## src/rtl/psfd_pkg.sv

```systemverilog
// Shared types, constants and scaling helpers for the particulate sensor frame decoder.
// Used by psfd_parser, psfd_divider and particulate_sensor_frame_decoder_core.
package psfd_pkg;

	// Frame formats selected by the sensor_type register.
	localparam logic [1:0] TYPE_TEN    = 2'd0;
	localparam logic [1:0] TYPE_NINE   = 2'd1;
	localparam logic [1:0] TYPE_THIRTY = 2'd2;

	// Configuration register indexes.
	localparam logic CFG_SENSOR_TYPE   = 1'b0;
	localparam logic CFG_AVERAGE_COUNT = 1'b1;

	localparam logic [1:0] SENSOR_TYPE_RESET   = TYPE_TEN;
	localparam logic [7:0] AVERAGE_COUNT_RESET = 8'd10;

	// Fixed frame bytes.
	localparam logic [7:0] TEN_HEAD0    = 8'hAA;
	localparam logic [7:0] TEN_HEAD1    = 8'hC0;
	localparam logic [7:0] TEN_TAIL     = 8'hAB;
	localparam logic [7:0] NINE_HEAD0   = 8'hFF;
	localparam logic [7:0] NINE_HEAD1   = 8'h18;
	localparam logic [7:0] NINE_FIXED   = 8'h01;
	localparam logic [7:0] THIRTY_HEAD0 = 8'h42;
	localparam logic [7:0] THIRTY_HEAD1 = 8'h4D;
	localparam logic [7:0] THIRTY_LEN   = 8'h1C;
	localparam logic [7:0] ZERO_BYTE    = 8'h00;

	// PM10 reported by the nine-byte format, which does not measure it.
	localparam logic signed [23:0] PM10_NONE = -24'sd100;

	// Result of the byte parser, valid for one cycle after the closing byte.
	typedef struct packed {
		logic        good;
		logic [1:0]  kind;
		logic [15:0] pm10_raw;
		logic [15:0] pm25_raw;
	} frame_t;

	typedef struct packed {
		logic        start;
		logic [31:0] dividend;
		logic [7:0]  divisor;
	} div_req_t;

	typedef struct packed {
		logic        busy;
		logic        done;
		logic [31:0] quotient;
	} div_rsp_t;

	function automatic logic [23:0] times10(input logic [15:0] v);
		logic [23:0] x;
		x = {8'd0, v};
		return (x << 3) + (x << 1);
	endfunction

	function automatic logic [23:0] times100(input logic [15:0] v);
		logic [23:0] x;
		x = {8'd0, v};
		return (x << 6) + (x << 5) + (x << 2);
	endfunction

	// Nine-byte format: integer and decimal part combined, then scaled by 20.
	function automatic logic [23:0] nine_scale(input logic [15:0] v);
		logic [23:0] hi;
		logic [23:0] y;
		hi = {16'd0, v[15:8]};
		y = (hi << 6) + (hi << 5) + (hi << 2) + {16'd0, v[7:0]};
		return (y << 4) + (y << 2);
	endfunction

endpackage

```

## src/rtl/psfd_parser.sv

```systemverilog
// Byte-level frame tracker: position, checksums, raw readings and frame checks.
// Depends on psfd_pkg.
module psfd_parser (
	input  logic               clk,
	input  logic               arst_n,
	input  logic               take,
	input  logic [7:0]         rx_byte,
	input  logic [1:0]         sensor_type,
	output psfd_pkg::frame_t   frame
);
	import psfd_pkg::*;

	logic [4:0]  pos_q;
	logic [15:0] csum_q;
	logic [7:0]  rcv_hi_q;
	logic [15:0] pm10_raw_q;
	logic [15:0] pm25_raw_q;
	logic        good_q;
	logic [1:0]  kind_q;

	logic        ok;
	logic        last;
	logic        good;
	logic [15:0] csum_n;
	logic [15:0] csum_add;
	logic [7:0]  rcv_hi_n;
	logic [15:0] pm10_n;
	logic [15:0] pm25_n;
	logic [7:0]  csum_neg;

	assign csum_add = csum_q + {8'd0, rx_byte};
	assign csum_neg = 8'(8'd0 - csum_q[7:0]);

	always_comb begin
		ok = 1'b1;
		last = 1'b0;
		good = 1'b0;
		csum_n = csum_q;
		rcv_hi_n = rcv_hi_q;
		pm10_n = pm10_raw_q;
		pm25_n = pm25_raw_q;
		case (sensor_type)
			TYPE_TEN: begin
				case (pos_q)
					5'd0: ok = (rx_byte == TEN_HEAD0);
					5'd1: ok = (rx_byte == TEN_HEAD1);
					5'd2: begin
						pm25_n = {8'd0, rx_byte};
						csum_n = {8'd0, rx_byte};
					end
					5'd3: begin
						pm25_n = {rx_byte, pm25_raw_q[7:0]};
						csum_n = csum_add;
					end
					5'd4: begin
						pm10_n = {8'd0, rx_byte};
						csum_n = csum_add;
					end
					5'd5: begin
						pm10_n = {rx_byte, pm10_raw_q[7:0]};
						csum_n = csum_add;
					end
					5'd6, 5'd7: csum_n = csum_add;
					5'd8: ok = (rx_byte == csum_q[7:0]);
					5'd9: begin
						ok = (rx_byte == TEN_TAIL);
						last = 1'b1;
						good = ok;
					end
					default: ok = 1'b0;
				endcase
			end
			TYPE_NINE: begin
				case (pos_q)
					5'd0: ok = (rx_byte == NINE_HEAD0);
					5'd1: begin
						ok = (rx_byte == NINE_HEAD1);
						csum_n = {8'd0, NINE_HEAD1};
					end
					5'd2: ok = (rx_byte == ZERO_BYTE);
					5'd3: begin
						pm25_n = {rx_byte, pm25_raw_q[7:0]};
						csum_n = csum_add;
					end
					5'd4: begin
						pm25_n = {pm25_raw_q[15:8], rx_byte};
						csum_n = csum_add;
					end
					5'd5, 5'd7: csum_n = csum_add;
					5'd6: begin
						ok = (rx_byte == NINE_FIXED);
						csum_n = csum_add;
					end
					5'd8: begin
						last = 1'b1;
						good = (rx_byte == csum_neg);
					end
					default: ok = 1'b0;
				endcase
			end
			TYPE_THIRTY: begin
				if (pos_q == 5'd0) begin
					ok = (rx_byte == THIRTY_HEAD0);
					csum_n = {8'd0, THIRTY_HEAD0};
				end else if (pos_q <= 5'd29) begin
					csum_n = csum_add;
					case (pos_q)
						5'd1:  ok = (rx_byte == THIRTY_HEAD1);
						5'd2:  ok = (rx_byte == ZERO_BYTE);
						5'd3:  ok = (rx_byte == THIRTY_LEN);
						5'd12: pm25_n = {rx_byte, pm25_raw_q[7:0]};
						5'd13: pm25_n = {pm25_raw_q[15:8], rx_byte};
						5'd14: pm10_n = {rx_byte, pm10_raw_q[7:0]};
						5'd15: pm10_n = {pm10_raw_q[15:8], rx_byte};
						default: ok = 1'b1;
					endcase
				end else if (pos_q == 5'd30) begin
					rcv_hi_n = rx_byte;
				end else begin
					last = 1'b1;
					good = ({rcv_hi_q, rx_byte} == csum_q);
				end
			end
			default: ok = 1'b0;
		endcase
	end

	always_ff @(posedge clk or negedge arst_n) begin
		if (!arst_n) begin
			pos_q <= 5'd0;
			csum_q <= 16'd0;
			rcv_hi_q <= 8'd0;
			pm10_raw_q <= 16'd0;
			pm25_raw_q <= 16'd0;
			good_q <= 1'b0;
			kind_q <= TYPE_TEN;
		end else begin
			good_q <= take & ok & good;
			if (take) begin
				pos_q <= (!ok || last) ? 5'd0 : 5'(pos_q + 5'd1);
				csum_q <= csum_n;
				rcv_hi_q <= rcv_hi_n;
				pm10_raw_q <= pm10_n;
				pm25_raw_q <= pm25_n;
				kind_q <= sensor_type;
			end
		end
	end

	assign frame.good = good_q;
	assign frame.kind = kind_q;
	assign frame.pm10_raw = pm10_raw_q;
	assign frame.pm25_raw = pm25_raw_q;

endmodule

```

## src/rtl/psfd_divider.sv

```systemverilog
// Restoring serial divider, one quotient bit per cycle: 32-bit dividend by 8-bit divisor.
// Depends on psfd_pkg.
module psfd_divider (
	input  logic                clk,
	input  logic                arst_n,
	input  psfd_pkg::div_req_t  req,
	output psfd_pkg::div_rsp_t  rsp
);
	import psfd_pkg::*;

	logic [31:0] dvd_q;
	logic [7:0]  rem_q;
	logic [7:0]  divisor_q;
	logic [4:0]  cnt_q;
	logic        busy_q;
	logic        done_q;

	logic [8:0] trial;
	logic       fits;
	logic [8:0] diff;

	assign trial = {rem_q, dvd_q[31]};
	assign fits = (trial >= {1'b0, divisor_q});
	assign diff = trial - {1'b0, divisor_q};

	always_ff @(posedge clk or negedge arst_n) begin
		if (!arst_n) begin
			busy_q <= 1'b0;
			done_q <= 1'b0;
			cnt_q <= 5'd0;
		end else begin
			done_q <= busy_q && !req.start && (cnt_q == 5'd31);
			if (req.start) begin
				busy_q <= 1'b1;
				cnt_q <= 5'd0;
			end else if (busy_q) begin
				cnt_q <= 5'(cnt_q + 5'd1);
				if (cnt_q == 5'd31) begin
					busy_q <= 1'b0;
				end
			end
		end
	end

	// The dividend shifts out at the top while quotient bits shift in at the bottom.
	always_ff @(posedge clk) begin
		if (req.start) begin
			dvd_q <= req.dividend;
			divisor_q <= req.divisor;
			rem_q <= 8'd0;
		end else if (busy_q) begin
			rem_q <= fits ? diff[7:0] : trial[7:0];
			dvd_q <= {dvd_q[30:0], fits};
		end
	end

	assign rsp.busy = busy_q;
	assign rsp.done = done_q;
	assign rsp.quotient = dvd_q;

endmodule

```

## src/rtl/particulate_sensor_frame_decoder_core.sv

```systemverilog
// Particulate sensor frame decoder: each byte is accepted, then checked against its frame;
// a byte that completes a good frame is then accumulated and handed to the output register, and
// when it also closes an averaging window the serial divider, which produces one quotient bit per
// cycle, runs twice first (PM10 then PM2.5). The byte stall stays high until that work is done; a
// finished result waits in the output register while the next byte is taken.
// Depends on psfd_pkg, psfd_parser and psfd_divider.
module particulate_sensor_frame_decoder_core (
	input  logic               clk,
	input  logic               arst_n,
	input  logic               cfg_we,
	input  logic               cfg_index,
	input  logic [7:0]         cfg_data,
	input  logic               byte_valid,
	output logic               byte_stall,
	input  logic [7:0]         rx_byte,
	output logic               result_valid,
	input  logic               result_stall,
	output logic signed [23:0] pm10,
	output logic [22:0]        pm25,
	output logic               averages_updated,
	output logic signed [23:0] pm10_average,
	output logic [22:0]        pm25_average
);
	import psfd_pkg::*;

	typedef enum logic [7:0] {
		S_IDLE     = 8'b0000_0001,
		S_CHECK    = 8'b0000_0010,
		S_ACCUM    = 8'b0000_0100,
		S_D10_GO   = 8'b0000_1000,
		S_D10_WAIT = 8'b0001_0000,
		S_D25_GO   = 8'b0010_0000,
		S_D25_WAIT = 8'b0100_0000,
		S_OUT      = 8'b1000_0000
	} state_t;

	state_t state_q;

	logic [1:0]         sensor_type_q;
	logic [7:0]         average_count_q;
	logic signed [23:0] p10_q;
	logic [22:0]        p25_q;
	logic signed [31:0] sum10_q;
	logic [31:0]        sum25_q;
	logic [7:0]         frames_q;
	logic               upd_q;
	logic signed [23:0] avg10_q;
	logic [22:0]        avg25_q;

	logic               result_valid_q;
	logic signed [23:0] pm10_q;
	logic [22:0]        pm25_q;
	logic               updated_q;
	logic signed [23:0] pm10_avg_q;
	logic [22:0]        pm25_avg_q;

	frame_t   frame;
	div_req_t div_req;
	div_rsp_t div_rsp;

	logic        take;
	logic [7:0]  need;
	logic [8:0]  frames_inc;
	logic [31:0] mag10;
	logic        out_free;

	assign take = byte_valid && !byte_stall;
	assign byte_stall = (state_q != S_IDLE);
	assign need = (average_count_q == 8'd0) ? 8'd1 : average_count_q;
	assign frames_inc = {1'b0, frames_q} + 9'd1;
	assign mag10 = sum10_q[31] ? 32'(-sum10_q) : 32'(sum10_q);
	assign out_free = !result_valid_q || !result_stall;

	psfd_parser u_parser (
		.clk        (clk),
		.arst_n     (arst_n),
		.take       (take),
		.rx_byte    (rx_byte),
		.sensor_type(sensor_type_q),
		.frame      (frame)
	);

	always_comb begin
		div_req.start = (state_q == S_D10_GO) || (state_q == S_D25_GO);
		div_req.dividend = (state_q == S_D10_GO) ? mag10 : sum25_q;
		div_req.divisor = frames_q;
	end

	psfd_divider u_divider (
		.clk   (clk),
		.arst_n(arst_n),
		.req   (div_req),
		.rsp   (div_rsp)
	);

	always_ff @(posedge clk or negedge arst_n) begin
		if (!arst_n) begin
			sensor_type_q <= SENSOR_TYPE_RESET;
			average_count_q <= AVERAGE_COUNT_RESET;
		end else if (cfg_we) begin
			case (cfg_index)
				CFG_SENSOR_TYPE:   sensor_type_q <= cfg_data[1:0];
				CFG_AVERAGE_COUNT: average_count_q <= cfg_data;
				default:           sensor_type_q <= sensor_type_q;
			endcase
		end
	end

	always_ff @(posedge clk or negedge arst_n) begin
		if (!arst_n) begin
			state_q <= S_IDLE;
			sum10_q <= 32'sd0;
			sum25_q <= 32'd0;
			frames_q <= 8'd0;
			upd_q <= 1'b0;
			avg10_q <= 24'sd0;
			avg25_q <= 23'd0;
			result_valid_q <= 1'b0;
		end else begin
			if ((state_q == S_OUT) && out_free) begin
				result_valid_q <= 1'b1;
			end else if (!result_stall) begin
				result_valid_q <= 1'b0;
			end
			case (state_q)
				S_IDLE: begin
					if (take) begin
						state_q <= S_CHECK;
					end
				end
				S_CHECK: begin
					state_q <= frame.good ? S_ACCUM : S_IDLE;
				end
				S_ACCUM: begin
					sum10_q <= sum10_q + {{8{p10_q[23]}}, p10_q};
					sum25_q <= sum25_q + {9'd0, p25_q};
					frames_q <= frames_inc[7:0];
					if (frames_inc >= {1'b0, need}) begin
						upd_q <= 1'b1;
						state_q <= S_D10_GO;
					end else begin
						upd_q <= 1'b0;
						state_q <= S_OUT;
					end
				end
				S_D10_GO: begin
					state_q <= S_D10_WAIT;
				end
				S_D10_WAIT: begin
					if (div_rsp.done) begin
						avg10_q <= sum10_q[31] ? 24'(-div_rsp.quotient[23:0])
							: div_rsp.quotient[23:0];
						state_q <= S_D25_GO;
					end
				end
				S_D25_GO: begin
					state_q <= S_D25_WAIT;
				end
				S_D25_WAIT: begin
					if (div_rsp.done) begin
						avg25_q <= div_rsp.quotient[22:0];
						sum10_q <= 32'sd0;
						sum25_q <= 32'd0;
						frames_q <= 8'd0;
						state_q <= S_OUT;
					end
				end
				S_OUT: begin
					if (out_free) begin
						state_q <= S_IDLE;
					end
				end
				default: state_q <= S_IDLE;
			endcase
		end
	end

	// Scaled readings for the frame just checked.
	always_ff @(posedge clk) begin
		if (state_q == S_CHECK) begin
			case (frame.kind)
				TYPE_TEN: begin
					p10_q <= times10(frame.pm10_raw);
					p25_q <= 23'(times10(frame.pm25_raw));
				end
				TYPE_NINE: begin
					p10_q <= PM10_NONE;
					p25_q <= 23'(nine_scale(frame.pm25_raw));
				end
				default: begin
					p10_q <= times100(frame.pm10_raw);
					p25_q <= 23'(times100(frame.pm25_raw));
				end
			endcase
		end
	end

	always_ff @(posedge clk) begin
		if ((state_q == S_OUT) && out_free) begin
			pm10_q <= p10_q;
			pm25_q <= p25_q;
			updated_q <= upd_q;
			pm10_avg_q <= avg10_q;
			pm25_avg_q <= avg25_q;
		end
	end

	assign result_valid = result_valid_q;
	assign pm10 = pm10_q;
	assign pm25 = pm25_q;
	assign averages_updated = updated_q;
	assign pm10_average = pm10_avg_q;
	assign pm25_average = pm25_avg_q;

endmodule

```

## config.mk

```make
export PLATFORM = sky130hd
export DESIGN_NAME = particulate_sensor_frame_decoder_core
export DESIGN_NICKNAME = d
export VERILOG_FILES = /design/src/rtl/psfd_pkg.sv /design/src/rtl/psfd_parser.sv /design/src/rtl/psfd_divider.sv /design/src/rtl/particulate_sensor_frame_decoder_core.sv
export SDC_FILE = /design/constraint.sdc
export NUM_CORES = 1
export LEC_CHECK = 0
export BUFFER_PORTS_ARGS = -buffer_cell sky130_fd_sc_hd__buf_2
export CORE_MARGIN = 5
export CORE_UTILIZATION = 40
export CTS_CLUSTER_DIAMETER = 50
export DETAILED_ROUTE_END_ITERATION = 6
export HOLD_SLACK_MARGIN = 0.15
export SLEW_MARGIN = 0
export SYNTH_ARGS = -nofsm -noshare
export SYNTH_HDL_FRONTEND = slang
export SYNTH_HIERARCHICAL = 1
export SYNTH_SLANG_ARGS = --single-unit
```

## constraint.sdc

```tcl
create_clock -name clk -period 7.5 [get_ports clk]
set_clock_uncertainty 0.05 [all_clocks]
set_input_delay 1.125 -clock clk [delete_from_list [all_inputs] [get_ports clk]]
set_output_delay 1.125 -clock clk [all_outputs]
set_load 0.01 [all_outputs]
```

==> metrics.md, run 1 <==
| Metric | Value |
|---|---|
| Final instance area | `28,800 um^2` |
| Hold WC Path Type | `register to register` |
| H-tree levels | `2` |
| Root buffer cell | `clkbuf_16` |
| Placed cells | `3,483` |
| RSZ-0062 raised after global routing | `no` |
| Global-route wire length before repair | `108 mm` |
| Period utilization | `0.814` |
| Die Area | `69,200 um^2` |
| Final TNS setup | `0 ns` |
| Largest net degree at the start of global routing | `93` |
| P_sw | `4.14 mW` |
| Clock sinks | `394` |
| Max-slew violation count | `0` |
| # setup viols final | `0` |
| Met2 WL | `31.9 mm` |
| Min Tclk post-route | `6.11 ns` |
| Initial antenna violation count | `2` |
| Post-synthesis cell area | `25,600 um^2` |
| Cts repair resizes | `0` |
| Num ports | `119` |
| Clock tree buffer depth | `3` |
| Leakage | `12.7 nW` |
| Starting density of the core | `0.405` |
| Worst Path Max Fanout | `8` |
| Pwr Density | `355 nW/um^2` |
| Violated checks | `design-rule violations` |
| DRC violations left | `1` |
| Power share of the clock group | `0.245` |
| Worst-margin pin slew | `1.13 ns` |
| Design Power | `10.2 mW` |
| Seq pwr share | `0.300` |
| Die Ht | `263 um` |
| Sw frac | `0.404` |
| Post-CTS Setup Inserts | `0` |
| WL final | `67.7 mm` |
| Layout area overhead | `12.6%` |
| TritonCTS clock tree | `built` |
| Count of non-filler cells in the finished layout | `3,585` |
| CP Launch Type | `register` |
| Max VDD drop | `0.283 mV` |
| Avg Inst Size Synth | `9.85 um^2` |
| Final hold vios | `0` |
| Number of global-route vias before repair | `19,500` |
| DRT Pass-1 Iters | `7` |
| Hold_buf cts | `0` |
| Pre-CTS setup slack | `1.42 ns` |
| Clk_lat worst skew | `0.63 ns` |
| DP HPWL | `50.0 mm` |
| Ratio of cells with drive above 1 in the final layout | `0.124` |
| Clock transition at path regs | `0.06 ns` |
| Worst Path Arrival | `6.42 ns` |
| Vias per inst | `5.52` |
| FMAX | `164 MHz` |
| Required time of the critical path | `7.81 ns` |
| Total congestion overflow | `0` |
| Final Net Count | `2,955` |
| Via count | `19,800` |
| GRT Total Usage | `0.190` |
| GPL Wtd Cong | `0.927` |
| Max Cap Viol | `0` |
| Met1 Wirelength | `30.4 mm` |
| WS Path Type | `register to register` |
| Crit path capture type | `register` |
| Met3 wire len | `3.52 mm` |
| 1st-iter DRT viols | `1,269` |
| Yosys warnings | `6` |
| Worst relative slew slack | `0.244` |
| Area of the core | `63,300 um^2` |
| Logic pwr share | `0.455` |
| Setup ws final | `1.39 ns` |
| DP Area | `27,000 um^2` |
| CTS Buf Count | `54` |
| Top Metal Used | `met4` |
| Outcome | `complete, but fails checks` |
| Wirelength per Cell | `18.9 um` |
| Internal cell power | `6.11 mW` |
| Row cnt | `92` |
| Antenna-violating nets left | `0` |
| I/O Buffers | `116` |
| Syn Inst Count | `2,602` |
| # diodes | `0` |
| Die Wd | `263 um` |
worst max-delay path, stage by stage, from the launching register on:
cell and delay [ns]:
dfrtp_1 0.61, inv_1 0.17, fa_1 0.54, inv_1 0.06, fa_1 0.46, ha_1 0.35, a21oi_1 0.23, o21bai_1 0.12
a2111oi_0 0.53, or4_1 0.21, a21oi_1 0.07, nor3_1 0.14, a31oi_1 0.09, ha_1 0.28, or4_1 0.53, a2111oi_0 0.66
o31ai_1 0.23, xor2_1 0.19, a221o_1 0.32
sequential cells by signal (all words and copies together), names as in the netlist, 24 cells and up:
name / flops
sum10_q: 31
u_divider/dvd_q: 32
pm10_average: 24
avg10_q: 24
sum25_q: 31
layout make-up:
class / count / area [um^2]
timing repair buffer: 133 / 718
multi-input combinational: 1976 / 14000
tap: 846 / 1060
clock inverter: 30 / 289
fill: 6020 / 34500
inverter: 134 / 503
sequential: 394 / 10700
clock buffer: 72 / 1530
cells in the final DEF (no fill, tap or decap), types with 14 or more instances in the layout:
master / n
ha_1: 198
fa_1: 42
or2_2: 20
a211oi_1: 24
nor3_1: 31
nor4_1: 19
dfrtp_1: 205
edfxtp_1: 178
buf_4: 17
nor2b_1: 20
nand2_1: 306
inv_1: 134
and2_1: 14
and3_1: 24
clkbuf_16: 57
or3_1: 19
a21oi_1: 128
xor2_1: 109
o21ai_0: 257
nor2_1: 121
mux2_2: 51
a21o_1: 56
buf_2: 115
nand2b_1: 31
o31ai_1: 38
xnor2_1: 94
a31oi_1: 19
nand3_1: 84
o21bai_1: 16
metal layers:
metal | track usage | vias up
met3 | 0.0324 | 101
met5 | 0 | -
met1 | 0.261 | 9608
met2 | 0.310 | 477
met4 | 0.0554 | 0
li1 | - | 9616
worst paths after layout:
| path | start | slack (ns) | end | cells past startpoint |
|---|---|---|---|---|
| hold / removal | avg10_q[6] | 0.39 | pm10_average[6] | 0 |
| max in group asynchronous | arst_n | 5.54 | avg10_q[0] | 2 |
| setup / recovery | u_parser/pm25_raw_q[8] | 1.39 | p25_q[18] | 18 |
| setup reg to reg | u_parser/pm25_raw_q[8] | 1.39 | p25_q[18] | 18 |
| hold reg to reg | avg10_q[6] | 0.39 | pm10_average[6] | 0 |
| min in group asynchronous | arst_n | 0.41 | u_parser/pm10_raw_q[13] | 1 |
power groups by stage:
| stage | registers (mW) | logic, mW | clock network (mW) |
|---|---|---|---|
| floorplan | 2.93 | 3.63 | 0 |
| global placement | 3.11 | 4.47 | 0 |
| detailed placement | 3.12 | 4.59 | 0 |
| CTS | 3.08 | 4.63 | 2.59 |
| global route | 3.13 | 5.20 | 2.68 |
| finish | 3.07 | 4.66 | 2.51 |
per-stage QoR:
| stage | utilization | hold WS [ns] |
|---|---|---|
| global placement | 0.427 | 0.383 |
| global route | 0.456 | 0.405 |
| floorplan | - | 0.375 |
| CTS | 0.456 | 0.394 |
| finish | 0.456 | 0.392 |
| detailed placement | 0.427 | 0.382 |
(Power assumes the default switching activity.)
==> run 2, diff against run 1 <==
Settings changed: ABC_AREA set to 1.
Clock period 7.5 ns to 4.9 ns, I/O delays scaled along.
==> run 2 against run 1 <==
Compared with the run above:
- the flow now finishes without violations
- non-clock buffer count is 10 higher
- routed wire length is 24% higher
- cell count is 36% higher
- critical path depth is 1 higher
- die area is 9.8% higher
- sequential power is 47% higher
- global-route usage is 2.8 points higher
- critical endpoint is now p25_q[14]
==> metrics.md, run 2 <==
| Metric | Value |
|---|---|
| Final Net Count | `4,157` |
| Crit path capture type | `register` |
| Worst Path Max Fanout | `7` |
| Final TNS setup | `0 ns` |
| Filler cells | `7,128` |
| Largest net degree at the start of global routing | `133` |
| Num ports | `119` |
| Clock sinks | `394` |
| DRC violations left | `0` |
| Syn Inst Count | `3,765` |
| WS Path Type | `register to register` |
| CTS Buf Count | `60` |
| Root buffer cell | `clkbuf_16` |
| Post-synthesis cell area | `28,200 um^2` |
| Outcome | `finished, final reports clean` |
| Hold WC Path Type | `input port to register` |
| Worst Path Arrival | `4.64 ns` |
| Avg Inst Size Synth | `7.50 um^2` |
| Ratio of cells with drive above 1 in the final layout | `0.0808` |
| Vias per inst | `5.20` |
| Initial antenna violation count | `0` |
| DRT Pass-1 Iters | `6` |
| WL final | `83.8 mm` |
| CP Launch Type | `register` |
| Via count | `25,400` |
| TritonCTS clock tree | `built` |
| RSZ-0062 raised after global routing | `no` |
| DP Area | `29,900 um^2` |
| Clock transition at path regs | `0.06 ns` |
| Area of the core | `70,000 um^2` |
| Max Cap Viol | `0` |
| Die Wd | `276 um` |
| Die Area | `76,000 um^2` |
| Number of global-route vias before repair | `24,200` |
| # diodes | `0` |
| Period utilization | `0.891` |
| Yosys warnings | `6` |
| Clock tree buffer depth | `3` |
| Die Ht | `276 um` |
| Final hold vios | `0` |
| Row cnt | `97` |
| Most frequent cells in the layout | `nand2_1 (1,063), inv_1 (446), nor2_1 (335)` |
| Max-slew violation count | `0` |
| Leakage | `15.6 nW` |
| FMAX | `229 MHz` |
| Largest Register | `u_divider/dvd_q` |
| Layout area overhead | `13.2%` |
| Max VDD drop | `0.801 mV` |
| Wirelength per Cell | `17.1 um` |
| GRT Total Usage | `0.218` |
| Pwr Density | `689 nW/um^2` |
| I/O Buffers | `116` |
| DP HPWL | `64.3 mm` |
| Post-layout util | `0.456` |
| Worst relative slew slack | `0.337` |
| H-tree levels | `2` |
| Global-route wire length before repair | `133 mm` |
| Total congestion overflow | `0` |
| GPL Wtd Cong | `0.921` |
| Post-CTS Setup Inserts | `0` |
| Final instance area | `32,000 um^2` |
| Antenna-violating nets left | `0` |
| Required time of the critical path | `5.18 ns` |
| Most common cell after layout, fill and taps aside | `nand2_1` |
| Min Tclk post-route | `4.36 ns` |
| R2R Setup Slk | `0.54 ns` |
| 1st-iter DRT viols | `1,869` |
| Largest regs | `u_divider/dvd_q (32), sum10_q (31), sum25_q (31)` |
| Worst-margin pin slew | `0.990 ns` |
| Starting density of the core | `0.403` |
| Clk_lat worst skew | `0.66 ns` |
| Largest register FFs | `32` |
| # setup viols final | `0` |
-- run 2: final cells by class --
class | instances | area, um^2 | area share
clock inverters | 40 | 460 | 0.0144
clock buffers | 74 | 1630 | 0.0509
well taps | 940 | 1180 | 0.0368
multi-input cells | 2831 | 15400 | 0.482
flip-flops and latches | 394 | 10700 | 0.335
inverters | 465 | 1750 | 0.0547
repair buffers | 143 | 821 | 0.0257
-- run 2: final timing paths --
check,start,to,cells past startpoint
min reg2reg,p25_q[7],pm25[7],0
max in group asynchronous,arst_n,sensor_type_q[0],3
max reg2reg,u_parser/pm25_raw_q[11],p25_q[14],19
min,byte_valid,state_q[0],4
min in group asynchronous,arst_n,sum25_q[11],2
max,u_parser/pm25_raw_q[11],p25_q[14],19
-- run 2: repair_timing --
action	4_1_cts	5_1_grt
resized for setup	0	0
hold endpoints to repair	75	0
hold buffers	1	0
-- run 2: through the flow --
step | hold slack [ns] | worst slack [ns] | cells | total power, mW
after detailed placement | 0.386 | 0.540 | 4772 | 17.5
after global placement | 0.380 | 0.564 | 4772 | 17.6
after CTS | 0.222 | 0.516 | 4887 | 22.0
after global routing | 0.246 | 0.0589 | 4887 | 24.1
after floorplan | 0.375 | 0.771 | 3767 | 14.0
final | 0.262 | 0.536 | 4887 | 22.0
-- run 2: report_power, final --
group	switching (mW)	internal [mW]
Sequential	0.518	4.00
Clock	1.77	2.60
Combinational	8.60	4.53
-- run 2: metal layers --
| layer | GRT usage | wire length [um] | up-vias |
|---|---|---|---|
| li1 | - | - | 12800 |
| met1 | 0.300 | 38600 | 11900 |
| met2 | 0.365 | 39100 | 658 |
| met3 | 0.0241 | 3940 | 117 |
| met4 | 0.0599 | 2130 | 0 |
| met5 | 0 | 0 | - |
-- run 2: critical path, cell delays in order, from the launching register on --
cell      delay, ns
dfrtp_1        0.56
inv_1          0.10
fa_1           0.37
inv_1          0.07
fa_1           0.41
ha_1           0.38
a21oi_1        0.16
nand2_1        0.14
nand2_1        0.09
nand2_1        0.05
a21oi_1        0.15
xor2_1         0.16
inv_1          0.08
ha_1           0.36
a21oi_1        0.21
o21ai_0        0.15
nand3b_1       0.20
or2_2          0.28
nand3_1        0.07
nand3_1        0.08
